[src/rtl/core/pbd_pkg.sv]
// Shared types and constants for the point-to-box distance metrics block.
// No dependencies; every other file imports this package.
package pbd_pkg;

   localparam int DIMS     = 3;   // active dimensions, 1 to 3
   localparam int MAX_DIMS = 3;   // dimensions present in the request
   localparam int COORD_W  = 16;
   localparam int DIFF_W   = COORD_W + 1;
   localparam int SQ_W     = 2 * COORD_W;
   localparam int SUM_W    = SQ_W + 2;

   typedef logic signed [COORD_W-1:0] coord_type;
   typedef logic signed [DIFF_W-1:0]  diff_type;
   typedef logic        [SQ_W-1:0]    sq_type;
   typedef logic        [SUM_W-1:0]   sum_type;

   typedef struct packed {
      coord_type point_0;
      coord_type point_1;
      coord_type point_2;
      coord_type box_low_0;
      coord_type box_high_0;
      coord_type box_low_1;
      coord_type box_high_1;
      coord_type box_low_2;
      coord_type box_high_2;
   } req_type;

   typedef struct packed {
      sum_type near_dist_sq;
      sum_type far_dist_sq;
      sum_type min_max_dist_sq;
   } rsp_type;

   // Per-dimension differences whose squares feed the sums.
   typedef struct packed {
      diff_type near_d;   // to nearest face, zero inside
      diff_type far_d;    // to farthest corner
      diff_type sfar_d;   // to edge on the far side of the midpoint
      diff_type rm_d;     // to edge on the near side of the midpoint
   } dim_diff_type;

endpackage

[src/rtl/core/pbd_dim_sel.sv]
// Edge selection for one dimension: compares the point against the bounds and
// the midpoint and picks the differences to be squared. Depends on pbd_pkg.
module pbd_dim_sel (
   input  pbd_pkg::coord_type    p_in,
   input  pbd_pkg::coord_type    lo_in,
   input  pbd_pkg::coord_type    hi_in,
   output pbd_pkg::dim_diff_type diff_out
);
   import pbd_pkg::*;

   diff_type dl;       // p - lo
   diff_type dh;       // hi - p
   diff_type twice_p;
   diff_type ends;
   logic     lt;
   logic     gt;
   logic     ge;
   logic     le;

   assign dl      = DIFF_W'(p_in) - DIFF_W'(lo_in);
   assign dh      = DIFF_W'(hi_in) - DIFF_W'(p_in);
   assign twice_p = $signed({p_in, 1'b0});
   assign ends    = DIFF_W'(lo_in) + DIFF_W'(hi_in);
   assign lt      = p_in < lo_in;
   assign gt      = p_in > hi_in;
   assign ge      = twice_p >= ends;
   assign le      = twice_p <= ends;

   // Only squares are used, so |p - hi| is taken as hi - p.
   always_comb begin
      priority if (lt) begin
         diff_out.near_d = dl;
      end else if (gt) begin
         diff_out.near_d = dh;
      end else begin
         diff_out.near_d = '0;
      end
      // far corner: below lo wins over above hi for unordered bounds;
      // upper bound on a tie inside the box
      diff_out.far_d  = (!lt && (gt || (dl > dh))) ? dl : dh;
      diff_out.sfar_d = ge ? dl : dh;
      diff_out.rm_d   = le ? dl : dh;
   end

endmodule

[config.mk]
export PLATFORM = sky130hd
export DESIGN_NAME = pbd_dim_sel
export DESIGN_NICKNAME = d
export VERILOG_FILES = /design/src/rtl/core/pbd_pkg.sv /design/src/rtl/core/pbd_dim_sel.sv
export SDC_FILE = /design/constraint.sdc
export NUM_CORES = 1
export LEC_CHECK = 0
export BUFFER_PORTS_ARGS = -buffer_cell sky130_fd_sc_hd__buf_2
export CORE_MARGIN = 2
export CORE_UTILIZATION = 51
export DETAILED_ROUTE_END_ITERATION = 12
export PLACE_DENSITY = 0.82
export RECOVER_POWER = 100
export SYNTH_ARGS = -nofsm -noshare
export SYNTH_HDL_FRONTEND = slang
export SYNTH_SLANG_ARGS = --single-unit
[constraint.sdc]
create_clock -name vclk -period 5.4
set_input_delay 1.08 -clock vclk [all_inputs]
set_output_delay 1.08 -clock vclk [all_outputs]
set_load 0.005 [all_outputs]
-- After elaboration in Yosys (flattened, before gate mapping)
Index checks and enable logic that the tools add are counted.
- output and inout bits: 68
- input port bits: 48
- register bits: 0
- logic and storage cells: 16
- add/sub/neg operators: 3
- multiplexer cells: 5
- reduce and logical (&&, ||, !) cells: 3
- magnitude comparators: 5
- operators with widths (cell ; number):
    $mux W17 ; 5
    $sub A16 B16 Y17 ; 2
    $add A16 B16 Y17 ; 1
    $ge A17 B17 Y1 ; 1
    $gt A17 B17 Y1 ; 1
    $le A17 B17 Y1 ; 1
    $gt A16 B16 Y1 ; 1
    $lt A16 B16 Y1 ; 1
    $logic_and A1 B1 Y1 ; 1
    $logic_not A1 Y1 ; 1
    $logic_or A1 B1 Y1 ; 1

-- Logic depth before layout (Yosys ltp)
- depth after elaboration: 5
- depth in mapped cells: 20
- gate-level depth less buffers: 19

-- Worst setup path before layout
OpenSTA, ideal clock, no wires.
- path kind: input port to output port
- start point: input port p_in[0]
- end point: output port diff_out[34] (netlist bit)
- arrival time: 4722 ps
- buffers on the path: 1
- data required time: 4320 ps
- cell stages on the path: 20
- slack: -402 ps
- cells stage by stage: inv_1 > ha_1 > inv_1 > fa_1 > a211oi_1 > nor2_1 > a311o_1 > a31oi_4 > o21ai_0 > xnor2_2 > inv_1 > ha_1 > nand3_1 > or3_1 > nor4_1 > mux2i_1 > o21ai_1 > a21oi_4 > buf_6 > mux2i_1
- RTL lines (what ; RTL line ; source):
    from (decl) ; pbd_dim_sel.sv:4 ; input pbd_pkg::coord_type p_in,
    to (decl) ; pbd_dim_sel.sv:7 ; output pbd_pkg::dim_diff_type diff_out

==> summary.md <==
| Metric | Value |
|---|---|
| Final hold violations | 0 |
| Critical path required time | ~4.3 ns |
| Area of the multi-input gates | 0.004119 mm² |
| Switching power | just over 0.8 mW |
| Total die area | 0.008627 mm² |
| Remaining routing DRC violations | 0 |
| Seq_cells | 0 |
| Cell Area, Synth | between 0.004 and 0.005 mm² |
| Crit path from | p_in[0] |
| Initial DRC Count | between 300 and 400 |
| Max-slew violation count | 0 |
| Maxcap violations | 0 |
| Vias | ~5700 |
| Seq pwr share | 0% |
| Met3 usage | under 10% |
| Hpwl dp | 12.32 mm |
| Distinct cells, synth | 62 |
| Final setup fails | 51 |
| Pin count of the biggest net entering global routing | 20 |
| Syn-to-layout area delta | 67.70% |
| Setup TNS | -28.29 ns |
| Final cell count without fillers | between 900 and 1000 |
| Rows | 32 |
| Clock share of power | 0% |
| Total placed cells including tap cells | 905 |
| Pwr Total | 1.678 mW |
| Global-route usage over all layers | between 30% and 40% |
| Crit end category | output pin |
| Post-layout min period | 6.182 ns |
| Post-synth top area share | 25.16% |
| Layout fillers | around 390 |
| Leak Pwr | 3.606 nW |
| Worst setup margin | -0.7821 ns |
| Post-DRT Antenna Nets | 0 |
| Area of the core | roughly 0.0077 mm² |
| CP arrival | 5.10 ns |
| Met1 Use GR | 44.42% |
| Worst-path fanout max | 5 |
| Slew headroom | 53.54% |
| Avg Inst Size Synth | roughly 7.5 µm² |
| Share of post-route cells with drive strength above 1 | 45.55% |
| Final period utilization | 114.5% |
| Most frequent cell after synthesis | ha_1 |
| RSZ-0062 raised after global routing | true |
| First-pass iteration count of the detailed router | 5 |
| F_max | 161.8 MHz |
| Syn. warnings | 0 |
| Slew at the pin closest to its max-slew limit | 0.6969 ns |
| Vias in the first global route | 5629 |
| Cell Pwr Density | about 250 mW/mm² |
| Seq. cell area | 0 µm² |
| Ports | ~120 |
| Hold Path Class | in -> out |
| Switch share | a little under half |
| WHS Path Cells | 4 |
| Fin nets | 966 |
| Peak supply drop | about 100 µV |
| # port buffers | approximately 120 |
| Finished Core Util | approximately 90% |
| Global placement routability congestion | between 0.9 and 1 |
| Worst hold margin | around 2.6 ns |
| Die Wd | between 90 and 100 µm |
| GRT overflow | 0 |
| Syn_nets | 670 |
| Die height | 92.88 µm |
| Worst setup path class | in -> out |
| Gr busiest metal | met2 |
| Crit path to | diff_out[41] |
| CLK BUF | 0 |
| Routed len/inst | 19.81 µm |
| Status | finished with violations |
| DR vias/cell | 6.108 |
| Commonest cells post-synth | ha_1 (81), inv_1 (66), o21ai_0 (34) |
| CP Launch Type | input port |
| Dominant cell type by area after synthesis | ha_1 |
| Antenna diodes | 0 |
| Initial antenna violation count | 0 |
| Failing checks | negative setup slack |
| Met2 Track Usage GR | 71.07% |
| Post-Route WL | 18.51 mm |
| Cell Int Power | around 0.87 mW |
| First-pass GRT wire length | between 20 and 30 mm |
| Largest cells by area after synthesis | ha_1 (25%), mux2i_1 (7.7%), inv_1 (6.1%), mux2_2 (5.9%), o21ai_0 (4.2%) |
| Sequential area share after synthesis | 0% |
| Comb pwr share | 100.0% |
| Initial Util | 52.41% |
| Gate Count Post-Synth | between 500 and 600 |
-- worst max-delay path, stage by stage --
cell and delay [ns]:
buf_12 0.11, ha_2 0.19, fa_2 0.34, nor2b_1 0.20, o31a_1 0.25, buf_4 0.16, o21ai_0 0.10, nand2b_1 0.11
xor2_1 0.34, inv_1 0.14, ha_1 0.34, nand4_1 0.15, buf_4 0.18, nor4_4 0.27, mux2i_2 0.15, o21ai_2 0.12
a21oi_4 0.09, buf_6 0.17, buf_12 0.13, buf_6 0.12, mux2i_1 0.18, buf_2 0.15
-- what timing repair did --
item,4_1_cts,5_1_grt
endpoints found under the hold margin,0,0
hold buffers,0,0
setup buffers,22,9
pin swaps,10,18
gates cloned,3,0
endpoints found under the setup margin,51,51
gates resized for setup,71,46
-- through the flow --
stage / setup slack, ns / cell area, µm²
finish: -0.7821 / 6756
global placement: -0.5164 / 6007
floorplan: -0.1197 / 4113
detailed placement: -0.7838 / 6007
CTS: -0.4536 / 6559
global route: -0.8151 / 6756
-- cell families (layout without fill, tap and decap cells) --
family                     after synthesis  in the layout  share of synthesized area, %
AOI/OAI and AO/OA                      168            168                         28.94
xor gates and xnor gates                35             35                         7.795
adders and majority gates               84             84                         26.65
buffers and inverters                   75            369                         7.516
muxes                                   54             54                         14.25
and+or+nand+nor                        122            122                         14.84
-- layout make-up --
type	instances	area share, %
timing repair buffer	303	33.30
tap	102	1.889
multi-input combinational	463	60.96
inverter	66	3.852
-- cell usage in the layout, fill, tap and decap left out, types with 9 or more instances in the layout --
cell type,Yosys,layout
a21oi_1,33,28
nand2_1,33,31
xnor2_1,18,17
clkbuf_1,3,11
o21ai_0,34,28
buf_4,3,163
buf_6,1,33
mux2i_1,31,25
ha_1,81,76
mux2_4,0,14
o21a_1,9,9
inv_1,66,63
a21o_1,21,21
buf_2,2,85
nor2_1,29,28
xor2_1,16,12
-- worst min-delay path by stage --
stage                   from      endpoint  slack (ns)
global route        lo_in[0]   diff_out[0]        2.60
finish              lo_in[0]  diff_out[17]        2.58
detailed placement  lo_in[0]   diff_out[0]        2.65
CTS                 lo_in[0]   diff_out[0]        2.58
floorplan           lo_in[0]   diff_out[0]        2.35
global placement    lo_in[0]   diff_out[0]        2.64
-- routing by layer --
layer	vias to the layer above	part of all wire, %	wire length, µm
met3	127	8.1	1497
met1	2617	37	6838
met4	0	7.0	1290
li1	2576	-	-
met5	-	0	0
met2	385	48	8881
-- power by group through the flow --
stage / combinational, mW / sequential [mW] / clock (mW)
finish: 1.68 / 0 / 0
global route: 1.77 / 0 / 0
CTS: 1.50 / 0 / 0
detailed placement: 1.28 / 0 / 0
global placement: 1.23 / 0 / 0
floorplan: 0.688 / 0 / 0
No activity file was read; power rests on OpenSTA's default activity.
